==> src/hdl/pcq_pkg.sv <==
// Shared types, codes and constants of the page cache tag engine.
`default_nettype none
package pcq_pkg;

   localparam int PCQ_ENTRIES = 16;

   localparam int PCQ_ENTRY_W   = 4;
   localparam int PCQ_CSR_IDX_W = 4;
   localparam int PCQ_CSR_DAT_W = 17;

   localparam logic [16:0] FRAME_BYTES_RST = 17'd256;
   localparam logic [4:0]  OWNER_QUOTA_RST = 5'd4;

   // configuration register indexes
   localparam logic [PCQ_CSR_IDX_W-1:0] CSR_FRAME_BYTES = 4'd0;
   localparam logic [PCQ_CSR_IDX_W-1:0] CSR_OWNER_QUOTA = 4'd1;

   // operation codes
   localparam logic [1:0] OP_ACCESS  = 2'd0;
   localparam logic [1:0] OP_RELEASE = 2'd1;
   localparam logic [1:0] OP_FLUSH   = 2'd2;

   typedef struct packed {
      logic [1:0]  op;
      logic [15:0] pid;
      logic [15:0] page;
      logic [15:0] offset;
      logic [16:0] length;
   } req_type;

   typedef struct packed {
      logic        status;
      logic        hit;
      logic [3:0]  entry;
      logic        evicted;
      logic [15:0] evicted_pid;
      logic [15:0] evicted_page;
   } rsp_type;

   typedef struct packed {
      logic [15:0] owner;
      logic [15:0] page;
      logic [31:0] stamp;
   } tag_type;

   typedef struct packed {
      logic owner_match;
      logic hit;
      logic own_found;
      logic free_found;
   } scan_flags_type;

   typedef enum logic [2:0] {
      ST_IDLE,
      ST_CHECK,
      ST_SCAN,
      ST_WRITE,
      ST_RESP
   } pcq_state_type;

endpackage
`default_nettype wire

==> src/hdl/pcq_tag_ram.sv <==
// Tag store: owner, page and age stamp per entry, one write and one registered read port.
`default_nettype none
module pcq_tag_ram
   import pcq_pkg::*;
#(
   parameter int DEPTH  = PCQ_ENTRIES,
   parameter int ADDR_W = $clog2(PCQ_ENTRIES)
) (
   input  wire logic              clock,
   input  wire logic              wr_en,
   input  wire logic [ADDR_W-1:0] wr_addr,
   input  wire tag_type           wr_data,
   input  wire logic              rd_en,
   input  wire logic [ADDR_W-1:0] rd_addr,
   output tag_type                rd_data
);

   tag_type mem_ff [DEPTH];
   tag_type rd_data_ff;

   always_ff @(posedge clock) begin
      if (wr_en) begin
         mem_ff[wr_addr] <= wr_data;
      end
   end

   always_ff @(posedge clock) begin
      if (rd_en) begin
         rd_data_ff <= mem_ff[rd_addr];
      end
   end

   assign rd_data = rd_data_ff;

endmodule
`default_nettype wire

==> src/hdl/pcq_scan_unit.sv <==
// Per-entry compare unit: one entry a cycle for hit, owner count, free slot and oldest stamps.
`default_nettype none
module pcq_scan_unit
   import pcq_pkg::*;
#(
   parameter int IDX_W   = $clog2(PCQ_ENTRIES),
   parameter int CNT_W   = $clog2(PCQ_ENTRIES + 1)
) (
   input  wire logic             clock,
   input  wire logic             reset,
   input  wire logic             clr,
   input  wire logic             step,
   input  wire logic [IDX_W-1:0] idx,
   input  wire logic             ent_valid,
   input  wire tag_type          tag,
   input  wire logic [15:0]      pid,
   input  wire logic [15:0]      page,
   output scan_flags_type        flags,
   output logic [IDX_W-1:0]      hit_idx,
   output logic [CNT_W-1:0]      held,
   output logic [IDX_W-1:0]      own_idx,
   output logic [15:0]           own_page,
   output logic [IDX_W-1:0]      free_idx,
   output logic [IDX_W-1:0]      glob_idx,
   output logic [15:0]           glob_owner,
   output logic [15:0]           glob_page
);

   logic             hit_ff, hit_in;
   logic             own_found_ff, own_found_in;
   logic             free_found_ff, free_found_in;
   logic             glob_found_ff, glob_found_in;
   logic [CNT_W-1:0] held_ff, held_in;
   logic [IDX_W-1:0] hit_idx_ff, own_idx_ff, free_idx_ff, glob_idx_ff;
   logic [31:0]      own_stamp_ff, glob_stamp_ff;
   logic [15:0]      own_page_ff, glob_owner_ff, glob_page_ff;

   logic owner_eq, page_eq, take_hit, take_own, take_free, take_glob;

   assign owner_eq = (tag.owner == pid);
   assign page_eq  = (tag.page == page);

   always_comb begin
      take_hit  = step && ent_valid && owner_eq && page_eq && !hit_ff;
      take_own  = step && ent_valid && owner_eq &&
                  (!own_found_ff || (tag.stamp < own_stamp_ff));
      // strict compare keeps the lower index on equal stamps
      take_glob = step && ent_valid && (!glob_found_ff || (tag.stamp < glob_stamp_ff));
      take_free = step && !ent_valid && !free_found_ff;

      hit_in        = hit_ff;
      own_found_in  = own_found_ff;
      free_found_in = free_found_ff;
      glob_found_in = glob_found_ff;
      held_in       = held_ff;
      if (clr) begin
         hit_in        = 1'b0;
         own_found_in  = 1'b0;
         free_found_in = 1'b0;
         glob_found_in = 1'b0;
         held_in       = '0;
      end else begin
         if (take_hit)  hit_in        = 1'b1;
         if (take_own)  own_found_in  = 1'b1;
         if (take_free) free_found_in = 1'b1;
         if (take_glob) glob_found_in = 1'b1;
         if (step && ent_valid && owner_eq) held_in = held_ff + 1'b1;
      end
   end

   always_ff @(posedge clock) begin
      if (reset) begin
         hit_ff        <= 1'b0;
         own_found_ff  <= 1'b0;
         free_found_ff <= 1'b0;
         glob_found_ff <= 1'b0;
         held_ff       <= '0;
      end else begin
         hit_ff        <= hit_in;
         own_found_ff  <= own_found_in;
         free_found_ff <= free_found_in;
         glob_found_ff <= glob_found_in;
         held_ff       <= held_in;
      end
   end

   always_ff @(posedge clock) begin
      if (take_hit) begin
         hit_idx_ff <= idx;
      end
      if (take_own) begin
         own_idx_ff   <= idx;
         own_stamp_ff <= tag.stamp;
         own_page_ff  <= tag.page;
      end
      if (take_free) begin
         free_idx_ff <= idx;
      end
      if (take_glob) begin
         glob_idx_ff   <= idx;
         glob_stamp_ff <= tag.stamp;
         glob_owner_ff <= tag.owner;
         glob_page_ff  <= tag.page;
      end
   end

   assign flags.owner_match = owner_eq;
   assign flags.hit         = hit_ff;
   assign flags.own_found   = own_found_ff;
   assign flags.free_found  = free_found_ff;
   assign hit_idx    = hit_idx_ff;
   assign held       = held_ff;
   assign own_idx    = own_idx_ff;
   assign own_page   = own_page_ff;
   assign free_idx   = free_idx_ff;
   assign glob_idx   = glob_idx_ff;
   assign glob_owner = glob_owner_ff;
   assign glob_page  = glob_page_ff;

endmodule
`default_nettype wire

==> src/hdl/page_cache_quota_lru_tags_unit.sv <==
// Top level of the page cache tag engine: sequencer, valid bits, access clock and ports.
//
//   channel   direction  handshake               payload
//   req_      in         req_valid / req_ready   req_data  (req_type)
//   rsp_      out        rsp_valid / rsp_ready   rsp_data  (rsp_type)
//   csr_      in         csr_valid / csr_ready   csr_index, csr_wdata
//
// An access passes the check, scan, write and response states before rsp_valid
// rises, a release check, scan and response; flush, refused accesses and unused
// codes skip the scan, where the read port feeds the compare one entry a cycle.
// req_ready returns the cycle after the result is loaded.
// Reset clears all valid bits at once; no clearing pass. The result sits in
// an output register, so a stalled rsp_ channel holds only the following item.
`default_nettype none
module page_cache_quota_lru_tags_unit
   import pcq_pkg::*;
#(
   parameter int NUM_ENTRIES = PCQ_ENTRIES
) (
   input  wire logic                     clock,
   input  wire logic                     reset,
   input  wire logic                     req_valid,
   output logic                          req_ready,
   input  wire req_type                  req_data,
   output logic                          rsp_valid,
   input  wire logic                     rsp_ready,
   output rsp_type                       rsp_data,
   input  wire logic                     csr_valid,
   output logic                          csr_ready,
   input  wire logic [PCQ_CSR_IDX_W-1:0] csr_index,
   input  wire logic [PCQ_CSR_DAT_W-1:0] csr_wdata
);

   localparam int IDX_W = $clog2(NUM_ENTRIES);
   localparam int CNT_W = $clog2(NUM_ENTRIES + 1);
   localparam int CMP_W = (CNT_W > 5) ? CNT_W : 5;
   localparam logic [CNT_W-1:0] LAST_CNT = CNT_W'(NUM_ENTRIES);

   pcq_state_type state_ff, state_in;

   req_type                  req_ff;
   rsp_type                  res_ff, rsp_data_ff, write_res, check_res;
   logic                     rsp_valid_ff;
   logic [16:0]              frame_bytes_ff;
   logic [4:0]               owner_quota_ff;
   logic [NUM_ENTRIES-1:0]   valid_ff;
   logic [31:0]              access_clock_ff, clock_next;
   logic [CNT_W-1:0]         rd_cnt_ff;
   logic                     dv_ff;
   logic [IDX_W-1:0]         didx_ff;

   logic scan_clr, rd_en, rsp_load;
   logic bounds_err, quota_full, scan_done;
   logic [17:0] end_sum;
   logic [IDX_W-1:0] victim;

   tag_type          rd_tag, wr_tag;
   scan_flags_type   flags;
   logic [IDX_W-1:0] hit_idx, own_idx, free_idx, glob_idx;
   logic [CNT_W-1:0] held;
   logic [15:0]      own_page, glob_owner, glob_page;

   pcq_tag_ram #(
      .DEPTH  (NUM_ENTRIES),
      .ADDR_W (IDX_W)
   ) u_tag_ram (
      .clock   (clock),
      .wr_en   (state_ff == ST_WRITE),
      .wr_addr (victim),
      .wr_data (wr_tag),
      .rd_en   (rd_en),
      .rd_addr (rd_cnt_ff[IDX_W-1:0]),
      .rd_data (rd_tag)
   );

   pcq_scan_unit #(
      .IDX_W   (IDX_W),
      .CNT_W   (CNT_W)
   ) u_scan (
      .clock      (clock),
      .reset      (reset),
      .clr        (scan_clr),
      .step       (dv_ff),
      .idx        (didx_ff),
      .ent_valid  (valid_ff[didx_ff]),
      .tag        (rd_tag),
      .pid        (req_ff.pid),
      .page       (req_ff.page),
      .flags      (flags),
      .hit_idx    (hit_idx),
      .held       (held),
      .own_idx    (own_idx),
      .own_page   (own_page),
      .free_idx   (free_idx),
      .glob_idx   (glob_idx),
      .glob_owner (glob_owner),
      .glob_page  (glob_page)
   );

   assign end_sum      = 18'(req_ff.offset) + 18'(req_ff.length);
   assign bounds_err   = (17'(req_ff.offset) >= frame_bytes_ff) ||
                         (end_sum > 18'(frame_bytes_ff));
   assign scan_done    = (rd_cnt_ff == LAST_CNT) && !dv_ff;
   assign clock_next   = (access_clock_ff == '1) ? access_clock_ff : access_clock_ff + 32'd1;
   assign quota_full   = (held != '0) && (CMP_W'(held) >= CMP_W'(owner_quota_ff));

   // result of the bounds check stage
   always_comb begin
      check_res        = '0;
      check_res.status = (req_ff.op == OP_ACCESS) && bounds_err;
   end

   // victim choice and result of an access
   always_comb begin
      write_res = '0;
      victim    = glob_idx;
      if (flags.hit) begin
         victim        = hit_idx;
         write_res.hit = 1'b1;
      end else if (quota_full && flags.own_found) begin
         victim                 = own_idx;
         write_res.evicted      = 1'b1;
         write_res.evicted_pid  = req_ff.pid;
         write_res.evicted_page = own_page;
      end else if (flags.free_found) begin
         victim = free_idx;
      end else begin
         write_res.evicted      = 1'b1;
         write_res.evicted_pid  = glob_owner;
         write_res.evicted_page = glob_page;
      end
      write_res.entry = PCQ_ENTRY_W'(victim);
   end

   assign wr_tag.owner = req_ff.pid;
   assign wr_tag.page  = req_ff.page;
   assign wr_tag.stamp = clock_next;

   // next state
   always_comb begin
      state_in = state_ff;
      case (state_ff)
         ST_IDLE: begin
            if (req_valid) state_in = ST_CHECK;
         end
         ST_CHECK: begin
            case (req_ff.op)
               OP_ACCESS:  state_in = bounds_err ? ST_RESP : ST_SCAN;
               OP_RELEASE: state_in = ST_SCAN;
               default:    state_in = ST_RESP;
            endcase
         end
         ST_SCAN: begin
            if (scan_done) state_in = (req_ff.op == OP_ACCESS) ? ST_WRITE : ST_RESP;
         end
         ST_WRITE: begin
            state_in = ST_RESP;
         end
         ST_RESP: begin
            if (!rsp_valid_ff || rsp_ready) state_in = ST_IDLE;
         end
         default: begin
            state_in = ST_IDLE;
         end
      endcase
   end

   // state machine outputs
   always_comb begin
      req_ready = 1'b0;
      scan_clr  = 1'b0;
      rd_en     = 1'b0;
      rsp_load  = 1'b0;
      case (state_ff)
         ST_IDLE:  req_ready = 1'b1;
         ST_CHECK: scan_clr  = 1'b1;
         ST_SCAN:  rd_en     = (rd_cnt_ff != LAST_CNT);
         ST_RESP:  rsp_load  = !rsp_valid_ff || rsp_ready;
         default: begin
         end
      endcase
   end

   always_ff @(posedge clock) begin
      if (reset) begin
         state_ff        <= ST_IDLE;
         frame_bytes_ff  <= FRAME_BYTES_RST;
         owner_quota_ff  <= OWNER_QUOTA_RST;
         valid_ff        <= '0;
         access_clock_ff <= '0;
         rd_cnt_ff       <= '0;
         dv_ff           <= 1'b0;
         rsp_valid_ff    <= 1'b0;
      end else begin
         state_ff <= state_in;
         dv_ff    <= rd_en;

         if (csr_valid) begin
            case (csr_index)
               CSR_FRAME_BYTES: frame_bytes_ff <= csr_wdata;
               CSR_OWNER_QUOTA: owner_quota_ff <= csr_wdata[4:0];
               default: begin
               end
            endcase
         end

         if (state_ff == ST_CHECK) begin
            rd_cnt_ff <= '0;
            if (req_ff.op == OP_FLUSH) valid_ff <= '0;
         end else if (rd_en) begin
            rd_cnt_ff <= rd_cnt_ff + 1'b1;
         end

         if (state_ff == ST_SCAN && dv_ff && req_ff.op == OP_RELEASE &&
             flags.owner_match) begin
            valid_ff[didx_ff] <= 1'b0;
         end

         if (state_ff == ST_WRITE) begin
            valid_ff[victim] <= 1'b1;
            access_clock_ff  <= clock_next;
         end

         if (rsp_load) begin
            rsp_valid_ff <= 1'b1;
         end else if (rsp_ready) begin
            rsp_valid_ff <= 1'b0;
         end
      end
   end

   always_ff @(posedge clock) begin
      if (req_valid && req_ready) begin
         req_ff <= req_data;
      end
      didx_ff <= rd_cnt_ff[IDX_W-1:0];
      if (state_ff == ST_CHECK) begin
         res_ff <= check_res;
      end else if (state_ff == ST_WRITE) begin
         res_ff <= write_res;
      end
      if (rsp_load) begin
         rsp_data_ff <= res_ff;
      end
   end

   assign csr_ready = 1'b1;
   assign rsp_valid = rsp_valid_ff;
   assign rsp_data  = rsp_data_ff;

   a_flush_clears: assert property (@(posedge clock) disable iff (reset)
      (state_ff == ST_CHECK && req_ff.op == OP_FLUSH) |=> (valid_ff == '0))
      else $error("flush left a valid entry");

   a_victim_valid: assert property (@(posedge clock) disable iff (reset)
      (state_ff == ST_WRITE) |=> valid_ff[$past(victim)])
      else $error("used entry not marked valid");

   a_clock_monotonic: assert property (@(posedge clock) disable iff (reset)
      1'b1 |=> (access_clock_ff >= $past(access_clock_ff)))
      else $error("access clock went backward");

   a_hit_no_evict: assert property (@(posedge clock) disable iff (reset)
      rsp_valid_ff |-> !(rsp_data_ff.hit && rsp_data_ff.evicted) &&
                       !(rsp_data_ff.status && rsp_data_ff.hit))
      else $error("inconsistent result flags");

endmodule
`default_nettype wire
==> config.mk <==
export PLATFORM = sky130hd
export DESIGN_NAME = page_cache_quota_lru_tags_unit
export DESIGN_NICKNAME = d
export VERILOG_FILES = /design/src/hdl/pcq_pkg.sv /design/src/hdl/pcq_tag_ram.sv /design/src/hdl/pcq_scan_unit.sv /design/src/hdl/page_cache_quota_lru_tags_unit.sv
export SDC_FILE = /design/constraint.sdc
export NUM_CORES = 2
export LEC_CHECK = 0
export BUFFER_PORTS_ARGS = -buffer_cell sky130_fd_sc_hd__buf_4
export CAP_MARGIN = 20
export CORE_ASPECT_RATIO = 2
export CORE_MARGIN = 1
export CORE_UTILIZATION = 70
export CTS_BUF_LIST = sky130_fd_sc_hd__clkbuf_8
export CTS_CLUSTER_DIAMETER = 200
export DETAILED_ROUTE_END_ITERATION = 16
export PLACE_DENSITY = 0.86
export RECOVER_POWER = 25
export SLEW_MARGIN = 15
export SYNTH_ARGS = -nofsm -noshare
export SYNTH_HDL_FRONTEND = slang
export SYNTH_SLANG_ARGS = --single-unit
==> constraint.sdc <==
create_clock -name clock -period 12.65 [get_ports clock]
set_clock_uncertainty 0.2 [all_clocks]
set_input_delay 2.53 -clock clock [delete_from_list [all_inputs] [get_ports clock]]
set_output_delay 2.53 -clock clock [all_outputs]
set_load 0.02 [all_outputs]
==> summary.txt <==
Timing
  • Setup TNS Final: 0 ps
  • Crit share post-route: 50.9%
  • Max Slew Vio Count: 107
  • Slew @ Worst Pin: 2560 ps
  • Final setup violation count: 0
  • Worst rel slew slack: -70.6%
  • Fmax: 155 MHz
  • Final hold vios: 0
  • RSZ-0062 raised after global routing: false
  • Final min period: 6440 ps

Hold path
  • Hold WC Path Type: register to register
  • Hold depth: 0

Placement
  • Placed cell areas: slightly below 0.06 sq mm
  • Final HPWL DP: 81700 um
  • GP Congestion: 0.969
  • I/O Buffers: 133

Logic synthesis
  • Yosys top cell by area: edfxtp_1
  • Post-Syn Area: about 0.057 sq mm
  • Mapped Nets: approximately 3200
  • Warnings, synthesis: 0
  • Yosys reg bits: between 1000 and 1500
  • Post-synth EDFFs: 1323
  • Synth top area cells: edfxtp_1, mux4_2, dfxtp_1, ha_1, nand2_1
  • Commonest cells post-synth: edfxtp_1, mux4_2, nand2_1
  • Register area share after synthesis: 73.9%
  • Async set-reset flop share out of synthesis: 0%
  • Share of the synthesized area in the top cell type: 69.3%
  • Mapped Avg Cell Area: 19.3 sq um
  • Post-Syn Instances: 2968
  • Ys flop type: edfxtp_1
  • Most frequent cell after synthesis: edfxtp_1
  • Post-synth cell types: 82

Detailed routing
  • WL per Instance: 32.3 um
  • DRC: 0
  • Vias per Instance: around 7.0
  • DR pass1 iterations: 5
  • Post-DRT Antenna Nets: 0
  • Post-Route WL: 143000 um
  • Vias after detailed routing: 30900
  • DR iter-0 viols: around 3700

Finish
  • Layout Cell Area excl Fill: 0.0634 sq mm
  • Fill count: 3898
  • Layout cell share with drive strength beyond 1: 24.6%
  • NumNets Final: about 3400
  • Synth-to-layout area growth: 10.7%

Setup path
  • Crit. End Element: register
  • Crit path kind: register to register
  • Type of origin of the critical path: register
  • Required @ worst endpoint: 12930 ps
  • Critical Path AT: 6720 ps
  • Worst-path fanout max: 44
  • Cell depth of the worst flop-to-flop path: 8

Clocking
  • CTS hold repair buffers: 0
  • Clk_lat worst skew: 900 ps
  • Clock tree buffer depth: 3
  • Clk slew on worst S/H paths: 70 ps
  • Setup bufs post-CTS: 0
  • # clock sinks: 1454
  • TritonCTS buffer count: 183
  • CTS root buf: clkbuf_8
  • CTS H-tree lvls: 4
  • # resized after CTS: 0
  • CTS tree: done

Floorplanning
  • CORE AREA: between 0.08 and 0.09 sq mm
  • Chip Height: 407 um
  • Die Wd: 204 um
  • Row count: 148
  • Initial Utilization: between 70% and 80%
  • Die area: 0.0831 sq mm
  • Num ports: 135

GRT
  • Vias in the first global route: 32400
  • GRT Total Usage: 35.5%
  • Largest net degree at the start of global routing: between 100 and 150
  • First-pass GRT wire length: 207000 um
  • Initial antenna violation count: 3
  • Total congestion overflow: 0

Power and ir drop
  • Pleak: 20.8 nW
  • Power per cell area: 142 mW/mm^2
  • Max IR drop VDD: around 0.00015 V

Outcome
  • Status: finished with violations
  • Violated checks: max-capacitance violations, max-slew violations

Job
  • Count of maximum capacitance violations: 3
through the flow:
step | std cells | setup WS, ps | hold slack [ps] | power, mW | utilization (%)
4_1_cts | 4409 | 7360 | 240 | 9.05 | 77.8
2_1_floorplan | 2968 | 5610 | 129 | 5.57 | -
3_5_place_dp | 4069 | 7440 | 220 | 5.70 | 73.3
5_1_grt | 4416 | 6110 | 242 | 9.26 | 78.0
3_3_place_gp | 4069 | 7630 | 217 | 5.69 | 73.3
6_report | 4417 | 6210 | 235 | 9.02 | 78.0
cell type report:
| cell class | instances | area [sq um] | area share (%) |
|---|---|---|---|
| clock buffer | 199 | 2740 | 4.32 |
| multi-input combinational | 1291 | 14400 | 22.6 |
| timing repair buffer | 180 | 1390 | 2.19 |
| tap | 1050 | 1310 | 2.07 |
| clock inverter | 141 | 897 | 1.41 |
| inverter | 100 | 375 | 0.592 |
| antenna | 2 | 5.00 | 0.00789 |
| sequential | 1454 | 42400 | 66.8 |
flip-flops by register name, summed over array words and instances (netlist names), 5 cells and up:
signal / cells
u_tag_ram.mem_ff: 1024
req_ff: 67
u_tag_ram.rd_data: 64
res_ff: 39
rsp_data: 39
access_clock_ff: 32
u_scan.glob_stamp_ff: 32
u_scan.own_stamp_ff: 32
frame_bytes_ff: 17
u_scan.glob_owner: 16
u_scan.glob_page: 16
u_scan.own_page: 16
valid_ff: 16
owner_quota_ff: 5
rd_cnt_ff: 5
u_scan.held: 5
final timing paths:
check	start	endpoint	slack (ps)
worst max register to register	state_ff[2]$_SDFFE_PP0P_	u_tag_ram.mem_ff[7][18]$_DFFE_PP_	6210
worst min-delay path	res_ff[38]$_DFFE_PP_	rsp_data[38]$_DFFE_PP_	240
worst min register to register	res_ff[38]$_DFFE_PP_	rsp_data[38]$_DFFE_PP_	240
worst max-delay path	state_ff[2]$_SDFFE_PP0P_	u_tag_ram.mem_ff[7][18]$_DFFE_PP_	6210
logic make-up after synthesis:
| family | Yosys count | share of synthesized area, % |
|---|---|---|
| other | 1 | 0.00654 |
| XOR/XNOR | 112 | 1.71 |
| AO/OA/AOI/OAI | 245 | 2.84 |
| flip-flops | 1454 | 73.9 |
| AND/OR/NAND/NOR | 453 | 3.93 |
| buffers and inverters | 223 | 1.60 |
| multiplexers | 358 | 13.3 |
| adder cells (fa/ha/maj) | 122 | 2.68 |
placed cells by master (no fill, tap or decap), types with 9 or more instances in the layout:
cell	instances
or3_1	9
nand2_1	139
mux2i_1	30
dfxtp_1	129
o211ai_1	14
nand4_1	31
clkinv_2	19
mux4_2	324
xnor2_2	12
clkinv_1	36
a211oi_1	11
nor2_1	93
o21ai_0	60
bufinv_16	11
nor2b_1	11
nand3_1	36
and3_1	22
nor4_1	13
nor3_1	23
clkbuf_4	23
nor2_4	17
buf_4	152
edfxtp_1	1323
ha_1	121
xnor2_1	44
inv_1	163
a21oi_1	79
xor2_1	51
a21o_1	16
nand2b_1	11
clkbuf_8	199
metal layers:
metal,vias to the layer above,track usage (%),part of all wire [%],wire length [um]
met5,-,0,0.015,22
met4,4,23.3,7.2,10300
met3,582,6.66,8.9,12700
met2,2246,60.6,52,74000
met1,15600,41.1,32,45600
li1,12400,-,-,-
worst max-delay path: stages (launching register included):
cell	delay, ps
dfxtp_1	390
nand2b_2	210
clkbuf_1	940
nor2_2	1120
nand2_1	660
nor3_2	410
o311ai_2	330
nor2_4	870
buf_4	820
report_power, final:
group | switching, mW | internal (mW) | leakage (nW) | total (mW)
Sequential | 0.0660 | 5.25 | 13.1 | 5.32
Clock | 1.73 | 1.68 | 2.07 | 3.41
Combinational | 0.166 | 0.123 | 5.56 | 0.290
Total | 1.97 | 7.06 | 20.8 | 9.02
No activity file was read; power rests on OpenSTA's default activity.
